<file path="config.mk">
export PLATFORM = sky130hd
export DESIGN_NAME = telnet_rx_line_editor
export DESIGN_NICKNAME = d
export VERILOG_FILES = /design/src/design/tle_pkg.sv /design/src/design/tle_iac_filter.sv /design/src/design/tle_queue.sv /design/src/design/tle_editor.sv /design/src/design/telnet_rx_line_editor.sv
export SDC_FILE = /design/constraint.sdc
export NUM_CORES = 1
export LEC_CHECK = 0
export ABC_CLOCK_PERIOD_IN_PS = 9300
export BUFFER_PORTS_ARGS = -buffer_cell sky130_fd_sc_hd__buf_2
export CORE_AREA = 2 2 65 97
export DETAILED_ROUTE_END_ITERATION = 8
export DIE_AREA = 0 0 67 99
export GPL_TIMING_DRIVEN = 1
export PLACE_DENSITY_LB_ADDON = 0.15
export SLEW_MARGIN = 5
export SYNTH_ARGS = -nofsm -noshare
export SYNTH_HDL_FRONTEND = slang
export SYNTH_SLANG_ARGS = --single-unit
</file>
<file path="constraint.sdc">
create_clock -name clk_i -period 9.3 [get_ports clk_i]
set_clock_uncertainty 0.05 [all_clocks]
set_input_delay 0.93 -clock clk_i [delete_from_list [all_inputs] [get_ports clk_i]]
set_output_delay 0.93 -clock clk_i [all_outputs]
set_load 0.02 [all_outputs]
</file>
<file path="src/design/tle_pkg.sv">
// shared constants and types for the telnet receive line editor
// telnet command codes, console control characters, event codes, queue entry
// no dependencies
package tle_pkg;

  // default line buffer size in bytes
  localparam int unsigned LINE_BYTES_DEF = 128;

  // width of the reported position field
  localparam int unsigned POS_W = 7;

  // telnet command bytes
  localparam logic [7:0] TN_SE   = 8'd240;
  localparam logic [7:0] TN_SB   = 8'd250;
  localparam logic [7:0] TN_WILL = 8'd251;
  localparam logic [7:0] TN_DONT = 8'd254;
  localparam logic [7:0] TN_IAC  = 8'd255;

  // console characters
  localparam logic [7:0] CH_NUL      = 8'd0;
  localparam logic [7:0] CH_ETX      = 8'd3;
  localparam logic [7:0] CH_EOT      = 8'd4;
  localparam logic [7:0] CH_BS       = 8'd8;
  localparam logic [7:0] CH_LF       = 8'd10;
  localparam logic [7:0] CH_CR       = 8'd13;
  localparam logic [7:0] CH_NAK      = 8'd21;
  localparam logic [7:0] CH_ESC      = 8'd27;
  localparam logic [7:0] CH_SPACE    = 8'd32;
  localparam logic [7:0] CH_DEL      = 8'd127;
  localparam logic [7:0] CH_LBRACKET = 8'h5B;
  localparam logic [7:0] CH_UPPER_O  = 8'h4F;
  localparam logic [7:0] CH_UPPER_A  = 8'h41;
  localparam logic [7:0] CH_UPPER_B  = 8'h42;
  localparam logic [7:0] CH_PARAM_LO = 8'h30;
  localparam logic [7:0] CH_PARAM_HI = 8'h3F;

  // editor events
  typedef enum logic [2:0] {
    EV_APPEND    = 3'd0,
    EV_BACKSPACE = 3'd1,
    EV_ENTER     = 3'd2,
    EV_CANCEL    = 3'd3,
    EV_ERASE     = 3'd4,
    EV_RECALL    = 3'd5,
    EV_QUIT      = 3'd6
  } event_e;

  // entry passed from the filter to the editor
  typedef struct packed {
    logic       session;  // new session marker, data ignored
    logic [7:0] data;     // byte that survived the filter
  } q_item_t;

  // queue handshake toward the editor
  typedef struct packed {
    logic    valid;
    q_item_t item;
  } q_head_t;

endpackage

</file>
<file path="src/design/tle_iac_filter.sv">
// front end: telnet iac command filter
// forwards surviving bytes and session markers into the queue
// depends on tle_pkg
module tle_iac_filter (
  input  logic             clk_i,
  input  logic             rst_ni,
  input  logic             in_valid_i,
  input  logic             in_cmd_i,
  input  logic [7:0]       in_byte_i,
  input  logic             in_telnet_i,
  output logic             in_ready_o,
  input  logic             full_i,
  output logic             push_o,
  output tle_pkg::q_item_t push_item_o
);
  import tle_pkg::*;

  localparam logic [2:0] ST_DATA    = 3'd0;
  localparam logic [2:0] ST_IAC     = 3'd1;
  localparam logic [2:0] ST_OPT     = 3'd2;
  localparam logic [2:0] ST_SUB     = 3'd3;
  localparam logic [2:0] ST_SUB_IAC = 3'd4;

  logic [2:0] state_q, state_d;
  logic       accept;
  logic       fwd;

  assign in_ready_o = !full_i;
  assign accept     = in_valid_i && !full_i;

  always_comb begin
    state_d = state_q;
    fwd     = 1'b0;
    if (in_cmd_i) begin
      state_d = ST_DATA;
      fwd     = 1'b1;
    end else if (!in_telnet_i) begin
      fwd = 1'b1;
    end else begin
      case (state_q)
        ST_IAC: begin
          if (in_byte_i == TN_IAC) begin
            state_d = ST_DATA;
            fwd     = 1'b1;
          end else if (in_byte_i >= TN_WILL && in_byte_i <= TN_DONT) begin
            state_d = ST_OPT;
          end else if (in_byte_i == TN_SB) begin
            state_d = ST_SUB;
          end else begin
            state_d = ST_DATA;
          end
        end
        ST_OPT: begin
          state_d = ST_DATA;
        end
        ST_SUB: begin
          if (in_byte_i == TN_IAC) state_d = ST_SUB_IAC;
        end
        ST_SUB_IAC: begin
          state_d = (in_byte_i == TN_SE) ? ST_DATA : ST_SUB;
        end
        default: begin
          // data state, and the unused codes behave the same
          if (in_byte_i == TN_IAC) begin
            state_d = ST_IAC;
          end else begin
            state_d = ST_DATA;
            fwd     = 1'b1;
          end
        end
      endcase
    end
  end

  assign push_o              = accept && fwd;
  assign push_item_o.session = in_cmd_i;
  assign push_item_o.data    = in_byte_i;

  always_ff @(posedge clk_i or negedge rst_ni) begin
    if (!rst_ni) begin
      state_q <= ST_DATA;
    end else if (accept) begin
      state_q <= state_d;
    end
  end

endmodule

</file>
<file path="src/design/tle_queue.sv">
// two-entry queue between the filter and the editor
// head entry is read directly, ready depends only on the fill level
// depends on tle_pkg
module tle_queue (
  input  logic             clk_i,
  input  logic             rst_ni,
  input  logic             push_i,
  input  tle_pkg::q_item_t push_item_i,
  output logic             full_o,
  input  logic             pop_i,
  output tle_pkg::q_head_t head_o
);
  import tle_pkg::*;

  logic [1:0] count_q, count_d;
  q_item_t    head_q, head_d;
  q_item_t    tail_q, tail_d;

  assign full_o       = (count_q == 2'd2);
  assign head_o.valid = (count_q != 2'd0);
  assign head_o.item  = head_q;

  always_comb begin
    count_d = count_q;
    head_d  = head_q;
    tail_d  = tail_q;
    if (push_i && pop_i) begin
      if (count_q == 2'd1) begin
        head_d = push_item_i;
      end else begin
        head_d = tail_q;
        tail_d = push_item_i;
      end
    end else if (push_i) begin
      count_d = count_q + 2'd1;
      if (count_q == 2'd0) head_d = push_item_i;
      else                 tail_d = push_item_i;
    end else if (pop_i) begin
      count_d = count_q - 2'd1;
      head_d  = tail_q;
    end
  end

  always_ff @(posedge clk_i or negedge rst_ni) begin
    if (!rst_ni) begin
      count_q <= 2'd0;
    end else begin
      count_q <= count_d;
    end
  end

  always_ff @(posedge clk_i) begin
    head_q <= head_d;
    tail_q <= tail_d;
  end

  a_count_range: assert property (@(posedge clk_i) disable iff (!rst_ni)
    count_q != 2'd3)
    else $error("queue fill level out of range");

  a_no_overflow: assert property (@(posedge clk_i) disable iff (!rst_ni)
    push_i |-> !full_o)
    else $error("push into full queue");

  a_no_underflow: assert property (@(posedge clk_i) disable iff (!rst_ni)
    pop_i |-> count_q != 2'd0)
    else $error("pop from empty queue");

endmodule

</file>
<file path="src/design/tle_editor.sv">
// back end: line editor with registered result stage
// tracks line and history lengths, cr and escape state, emits edit events
// depends on tle_pkg
module tle_editor #(
  parameter int unsigned LINE_BYTES = tle_pkg::LINE_BYTES_DEF
) (
  input  logic                       clk_i,
  input  logic                       rst_ni,
  input  tle_pkg::q_head_t           head_i,
  output logic                       pop_o,
  output logic                       res_valid_o,
  input  logic                       res_ready_i,
  output tle_pkg::event_e            res_event_o,
  output logic [7:0]                 res_byte_o,
  output logic [tle_pkg::POS_W-1:0]  res_pos_o
);
  import tle_pkg::*;

  localparam int unsigned LEN_W = $clog2(LINE_BYTES);
  localparam logic [LEN_W-1:0] LEN_LIMIT = LEN_W'(LINE_BYTES - 1);

  localparam logic [1:0] ESC_NONE  = 2'd0;
  localparam logic [1:0] ESC_START = 2'd1;
  localparam logic [1:0] ESC_SEQ   = 2'd2;

  logic             cr_q, cr_d;
  logic [1:0]       esc_q, esc_d;
  logic [LEN_W-1:0] len_q, len_d;
  logic [LEN_W-1:0] hist_q, hist_d;

  logic             vld_q;
  event_e           ev_q;
  logic [7:0]       byte_q;
  logic [POS_W-1:0] pos_q;

  logic             emit;
  event_e           ev_d;
  logic [7:0]       byte_d;
  logic [LEN_W-1:0] pos_len;
  logic [7:0]       c;
  logic             slot_free;

  assign c         = head_i.item.data;
  assign slot_free = !vld_q || res_ready_i;
  assign pop_o     = head_i.valid && slot_free;

  always_comb begin
    cr_d    = cr_q;
    esc_d   = esc_q;
    len_d   = len_q;
    hist_d  = hist_q;
    emit    = 1'b0;
    ev_d    = EV_APPEND;
    byte_d  = 8'd0;
    pos_len = '0;
    if (head_i.item.session) begin
      len_d = '0;
    end else begin
      cr_d = (c == CH_CR);
      if (cr_q && (c == CH_LF || c == CH_NUL)) begin
        // line ending pair, second byte swallowed
      end else if (esc_q == ESC_START) begin
        esc_d = (c == CH_LBRACKET || c == CH_UPPER_O) ? ESC_SEQ : ESC_NONE;
      end else if (esc_q != ESC_NONE) begin
        if (c < CH_PARAM_LO || c > CH_PARAM_HI) begin
          esc_d = ESC_NONE;
          if (c == CH_UPPER_A) begin
            len_d   = hist_q;
            emit    = 1'b1;
            ev_d    = EV_RECALL;
            pos_len = hist_q;
          end else if (c == CH_UPPER_B) begin
            len_d   = '0;
            emit    = 1'b1;
            ev_d    = EV_ERASE;
            pos_len = len_q;
          end
        end
      end else if (c == CH_ESC) begin
        esc_d = ESC_START;
      end else if (c == CH_LF || c == CH_CR) begin
        emit    = 1'b1;
        ev_d    = EV_ENTER;
        pos_len = len_q;
        if (len_q != '0) begin
          hist_d = len_q;
          len_d  = '0;
        end
      end else if (c == CH_BS || c == CH_DEL) begin
        if (len_q != '0) begin
          len_d   = len_q - 1'b1;
          emit    = 1'b1;
          ev_d    = EV_BACKSPACE;
          pos_len = len_q - 1'b1;
        end
      end else if (c == CH_ETX) begin
        len_d = '0;
        emit  = 1'b1;
        ev_d  = EV_CANCEL;
      end else if (c == CH_NAK) begin
        len_d   = '0;
        emit    = 1'b1;
        ev_d    = EV_ERASE;
        pos_len = len_q;
      end else if (c == CH_EOT) begin
        if (len_q == '0) begin
          emit = 1'b1;
          ev_d = EV_QUIT;
        end
      end else if (c >= CH_SPACE && len_q < LEN_LIMIT) begin
        len_d   = len_q + 1'b1;
        emit    = 1'b1;
        ev_d    = EV_APPEND;
        byte_d  = c;
        pos_len = len_q;
      end
    end
  end

  always_ff @(posedge clk_i or negedge rst_ni) begin
    if (!rst_ni) begin
      cr_q   <= 1'b0;
      esc_q  <= ESC_NONE;
      len_q  <= '0;
      hist_q <= '0;
      vld_q  <= 1'b0;
    end else begin
      if (pop_o) begin
        cr_q   <= cr_d;
        esc_q  <= esc_d;
        len_q  <= len_d;
        hist_q <= hist_d;
      end
      if (slot_free) vld_q <= pop_o && emit;
    end
  end

  always_ff @(posedge clk_i) begin
    if (pop_o && emit) begin
      ev_q   <= ev_d;
      byte_q <= byte_d;
      pos_q  <= POS_W'(pos_len);
    end
  end

  assign res_valid_o = vld_q;
  assign res_event_o = ev_q;
  assign res_byte_o  = byte_q;
  assign res_pos_o   = pos_q;

  a_len_bound: assert property (@(posedge clk_i) disable iff (!rst_ni)
    len_q <= LEN_LIMIT && hist_q <= LEN_LIMIT)
    else $error("line length beyond buffer");

  a_byte_only_append: assert property (@(posedge clk_i) disable iff (!rst_ni)
    vld_q && ev_q != EV_APPEND |-> byte_q == 8'd0)
    else $error("non-append event carries a byte");

  a_esc_code: assert property (@(posedge clk_i) disable iff (!rst_ni)
    esc_q != 2'd3)
    else $error("escape tracker in unused code");

endmodule

</file>
<file path="src/design/telnet_rx_line_editor.sv">
// top level of the telnet receive line editor
// instantiates tle_iac_filter, tle_queue and tle_editor; depends on tle_pkg
//
// usage
//   slave stream: one beat per received console byte or session command.
//     tdata carries the byte, tuser[0] = cmd (1 opens a new session and
//     clears the line), tuser[1] = from_telnet (byte passes the iac filter).
//   master stream: one beat per editor event. tuser carries the event code,
//     tdata[7:0] the appended byte (zero otherwise), tdata[14:8] the position.
//   beats that are filtered or dropped produce no output beat.
// throughput: one input beat per cycle, sustained while the output is taken.
// path: an accepted input beat is stored in the queue register, and its event
//   is then held in the editor result register, which drives the master side.
// reset: telnet filter back to the data state, line and history lengths,
//   cr and escape tracking cleared, queue and output empty.
// stall: the result register holds its beat; the editor stops popping, the
//   two-entry queue fills and then s_axis_tready drops.
module telnet_rx_line_editor #(
  parameter int unsigned LINE_BYTES = tle_pkg::LINE_BYTES_DEF
) (
  input  logic        clk_i,
  input  logic        rst_ni,
  input  logic        s_axis_tvalid,
  output logic        s_axis_tready,
  input  logic [7:0]  s_axis_tdata,   // rx_byte
  input  logic [1:0]  s_axis_tuser,   // cmd, from_telnet
  output logic        m_axis_tvalid,
  input  logic        m_axis_tready,
  output logic [15:0] m_axis_tdata,   // out_byte, position, zero pad
  output logic [2:0]  m_axis_tuser    // event_res
);
  import tle_pkg::*;

  logic             q_full;
  logic             q_push;
  q_item_t          q_item;
  logic             q_pop;
  q_head_t          q_head;
  event_e           res_event;
  logic [7:0]       res_byte;
  logic [POS_W-1:0] res_pos;

  // front end: telnet command filter
  tle_iac_filter u_filter (
    .clk_i       (clk_i),
    .rst_ni      (rst_ni),
    .in_valid_i  (s_axis_tvalid),
    .in_cmd_i    (s_axis_tuser[0]),
    .in_byte_i   (s_axis_tdata),
    .in_telnet_i (s_axis_tuser[1]),
    .in_ready_o  (s_axis_tready),
    .full_i      (q_full),
    .push_o      (q_push),
    .push_item_o (q_item)
  );

  // decoupling queue
  tle_queue u_queue (
    .clk_i       (clk_i),
    .rst_ni      (rst_ni),
    .push_i      (q_push),
    .push_item_i (q_item),
    .full_o      (q_full),
    .pop_i       (q_pop),
    .head_o      (q_head)
  );

  // back end: line editor and result register
  tle_editor #(
    .LINE_BYTES (LINE_BYTES)
  ) u_editor (
    .clk_i       (clk_i),
    .rst_ni      (rst_ni),
    .head_i      (q_head),
    .pop_o       (q_pop),
    .res_valid_o (m_axis_tvalid),
    .res_ready_i (m_axis_tready),
    .res_event_o (res_event),
    .res_byte_o  (res_byte),
    .res_pos_o   (res_pos)
  );

  assign m_axis_tdata = {1'b0, res_pos, res_byte};
  assign m_axis_tuser = res_event;

endmodule
</file>
==> implementation parameters <==
Parameter                              Value

Status
  Result of the run ... complete, no violations

GRT
  Wire length of the first global-routing pass ... 13700 µm
  Largest net degree at the start of global routing ... 24
  GRT Resource Usage Total ... 27.8%
  Via count of the first global-routing pass ... 2904
  Leftover overflow at the end of global routing ... 0
  Initial antenna violation count ... 0

Floorplanning
  Overall die width ... 67 µm
  Overall die height ... 99 µm
  Initial standard-cell utilization of the core ... 62.3%
  Area enclosed by the die boundary ... 6630 µm²
  Placeable core region ... 5790 µm²
  Ports placed on the boundary ... 35
  Std cell rows ... 34

Clocking
  Clock buffers created by TritonCTS ... 9
  Clock insertion delay at the later pin of the skew report ... 0.34 ns
  Number of setup buffers added after CTS ... 0
  Clock edge transition at the registers on the reported setup and hold paths ... 0.06 ns
  H-tree level count ... 3
  Clock tree from TritonCTS ... yes
  Number of instances resized during post-cts repair ... 0
  Number of sinks on the clock net ... 59
  Buffer type at the clock tree root ... sky130_fd_sc_hd__clkbuf_8
  Post-CTS Hold Buffers ... 0
  Clock Tree Buf Depth ... 2

Timing
  Slew @ Worst Pin ... 1.19 ns
  Slew margin rel. ... 20.1%
  Hold slack ... 0.440 ns
  Hold Violations, Final ... 0
  Unrepaired setup endpoints after global routing ... false
  Pins Over Slew Limit ... 0
  Final setup violation count ... 0
  Fraction of the cycle the final worst path needs ... 39.1%
  Setup total negative slack ... 0 ns
  Clock period minus final worst setup slack ... 3.64 ns
  Timing-limited maximum frequency ... 275 MHz

Critical path
  Critical path required time ... 9.34 ns
  Critical Path AT ... 3.68 ns
  Critical Setup Path Class ... input port to flop
  Reg2reg path depth ... 6
  Termination of the worst setup path ... u_queue.head_o[3]$_DFFE_PP_
  Slowest stage delay, CP ... 0.49 ns
  CP startpoint kind ... input port
  Endpoint of the most critical register-to-register path ... u_editor.res_pos_o[0]$_SDFFCE_PP0P_
  Worst path most repeated cell ... sky130_fd_sc_hd__mux2_2
  Reg2Reg Launch Point ... u_queue.head_o[4]$_DFFE_PP_
  CP max stage cell ... sky130_fd_sc_hd__nor3_1
  Critical Path Source ... s_axis_tdata[5]
  Peak fanout along the critical path ... 9
  Capturing element type of the critical path ... flop
  Flop-to-flop setup slack ... 6.24 ns
  CP Cell Sequence ... buf_2 -> nand4_1 -> nor3_1 -> mux2_2 -> o21ai_0 -> inv_1 -> ha_1 -> nand2_1 -> o21a_1 -> mux2_2

Power
  Clock power frac ... 18.5%
  Fraction of power spent switching nets ... 42.0%
  Power density over cell area ... 310 nW/µm²
  Total design power ... 1.24 mW
  Internal power contribution ... 717 µW
  Leakage power total ... 1.52 nW
  Reg power frac ... 39.7%
  Sw power ... 519 µW
  Peak supply drop ... 0.000181 V
  Combinational Power Share ... 41.8%

Cells and area
  Signed area change from the synthesized netlist to the final layout ... 10.7%
  Number of antenna repair diodes ... 0
  Layout cells sized above 1 ... 21.5%
  Most frequent cells in the layout ... sky130_fd_sc_hd__edfxtp_1 (36), sky130_fd_sc_hd__buf_2 (33), sky130_fd_sc_hd__nand2_1 (29)
  Most frequent standard cell in the layout excluding fill and tap cells ... sky130_fd_sc_hd__edfxtp_1
  Number of nets in the final layout ... 401

Synthesis
  Fraction of the yosys area taken by sequential cells ... 46.0%
  Synth Register Bits ... 59
  Number of enable flip-flop cells after synthesis ... 36
  Mux cell area share after synthesis ... 4.65%
  Post-synthesis adder-cell area fraction ... 2.08%
  Post-synthesis cell area ... 3600 µm²
  Cell types occupying the most area after synthesis ... sky130_fd_sc_hd__edfxtp_1 (30%), sky130_fd_sc_hd__dfrtp_1 (16%), sky130_fd_sc_hd__mux2_2 (4.4%)
  Number of standard cells after synthesis ... 350
  Most area-hungry cell type in the Yosys netlist ... sky130_fd_sc_hd__edfxtp_1
  Dominant combinational cell family by area after synthesis ... simple AND/OR/NAND/NOR gates
  Dominant synthesized flop cell ... sky130_fd_sc_hd__edfxtp_1
  Async S/R FF share, synth ... 39.0%
  Xor and xnor fraction of the mapped netlist area ... 2.19%
  Share of the synthesized area in compound gates (AO/OA/AOI/OAI) ... 20.3%
  Synth Area in Simple Gates ... 21.3%
  Mean instance size in the synthesized netlist ... 10.3 µm²
  Yosys top cell area share ... 30.0%
  Cell variety after synth ... 75
  Synthesis warning total ... 0
  Synth Net Count ... 370

Drt
  Total Wirelength ... 8550 µm
  Count of TritonRoute iterations in the first routing pass ... 5
  DRC violations left ... 0
  Number of nets still failing antenna checks after routing ... 0
  Average via count per standard cell ... 6.60
  Detailed-route wire length per cell ... 18.7 µm
  Total via count after detailed routing ... 3022
  Count of routing violations after the opening detailed-route iteration ... 305

Worst hold path
  Hold/Removal Path Class ... flop to flop

Run
  Max cap viols ... 0

Place
  # port buffers ... 33
  Final HPWL from detailed placement ... 6330 µm
  Placer congestion estimate ... 0.909
[per-stage QoR]
step | instances | util, % | cell area (µm²) | worst slack (ns)
2_1_floorplan | 350 | - | 3600 | 5.75
3_3_place_gp | 442 | 65.6 | 3800 | 5.43
3_5_place_dp | 442 | 65.6 | 3800 | 5.32
4_1_cts | 458 | 69.0 | 3990 | 5.68
5_1_grt | 458 | 69.0 | 3990 | 5.36
6_report | 458 | 69.0 | 3990 | 5.66
[kinds of logic after synthesis]
| kind of cell | count (synthesis) |
|---|---|
| simple gates | 135 |
| other cells | 1 |
| mux | 15 |
| compound gates | 99 |
| flops | 59 |
| fa+ha+maj | 6 |
| buf+inv | 26 |
| xor+xnor | 9 |
[area by class of cell]
| class | instances | area [µm²] |
|---|---|---|
| Timing Repair Buffer | 35 | 180 |
| Sequential cell | 59 | 1660 |
| Clock buffer | 10 | 128 |
| Inverter | 11 | 41.3 |
| Fill cell | 468 | 1800 |
| Tap cell | 72 | 90.1 |
| Multi-Input combinational cell | 265 | 1830 |
| Clock inverter | 6 | 66.3 |
[per-layer routing]
layer  up-vias  GRT usage [%]  routed length, µm
met2       122           47.4               4530
met3        44           5.37                367
li1       1412              -                  -
met5         -              0                  0
met1      1444           30.0               3130
met4         0           18.5                517
[worst min-delay path by stage]
stage | startpoint | to | slack [ns] | cells past startpoint
4_1_cts | u_editor.hist_q[2]$_DFFE_PN0P_ | u_editor.hist_q[2]$_DFFE_PN0P_ | 0.44 | 2
6_report | u_editor.hist_q[2]$_DFFE_PN0P_ | u_editor.hist_q[2]$_DFFE_PN0P_ | 0.44 | 2
3_5_place_dp | u_editor.hist_q[2]$_DFFE_PN0P_ | u_editor.hist_q[2]$_DFFE_PN0P_ | 0.42 | 2
5_1_grt | u_editor.hist_q[2]$_DFFE_PN0P_ | u_editor.hist_q[2]$_DFFE_PN0P_ | 0.47 | 2
2_1_floorplan | u_editor.hist_q[2]$_DFFE_PN0P_ | u_editor.hist_q[2]$_DFFE_PN0P_ | 0.40 | 2
3_3_place_gp | u_editor.hist_q[2]$_DFFE_PN0P_ | u_editor.hist_q[2]$_DFFE_PN0P_ | 0.42 | 2
[sequential cells by signal, indices dropped and copies added (netlist names)]
signal and count:
u_queue.count_q 2, u_queue.head_o 9, u_editor.cr_q 1, u_editor.res_event_o 3
u_editor.res_pos_o 7, u_editor.len_q 7, u_editor.esc_q 2, u_editor.res_byte_o 8
u_editor.res_valid_o 1, u_editor.hist_q 7, u_queue.tail_q 9, u_filter.state_q 3
[power by group through the flow]
stage | clock (mW) | combinational (mW) | sequential [mW]
finish | 0.229 | 0.517 | 0.491
global route | 0.244 | 0.565 | 0.505
CTS | 0.233 | 0.516 | 0.490
detailed placement | 0 | 0.514 | 0.495
global placement | 0 | 0.500 | 0.490
floorplan | 0 | 0.369 | 0.500
[synth_stat cells (5+ instances only)]
cell and instances:
sky130_fd_sc_hd__a21oi_1 15, sky130_fd_sc_hd__a22oi_1 8, sky130_fd_sc_hd__a31oi_1 5, sky130_fd_sc_hd__and2_1 11, sky130_fd_sc_hd__clkbuf_1 8, sky130_fd_sc_hd__dfrtp_1 23, sky130_fd_sc_hd__edfxtp_1 36, sky130_fd_sc_hd__ha_1 6
sky130_fd_sc_hd__inv_1 11, sky130_fd_sc_hd__mux2_2 14, sky130_fd_sc_hd__nand2_1 29, sky130_fd_sc_hd__nand2b_1 5, sky130_fd_sc_hd__nand3_1 12, sky130_fd_sc_hd__nand4_1 5, sky130_fd_sc_hd__nor2_1 22, sky130_fd_sc_hd__nor3_1 8
sky130_fd_sc_hd__nor3b_1 5, sky130_fd_sc_hd__o21ai_0 19, sky130_fd_sc_hd__xnor2_1 7
[worst max-delay path, delay by kind of cell]
family                     cells  cell delay, ns
AOI/OAI and AO/OA              2            0.71
adders and majority gates      1            0.25
buffers and inverters          2            0.24
muxes                          2            0.79
and+or+nand+nor                3            0.76
Power figures use the tool's default switching activity.
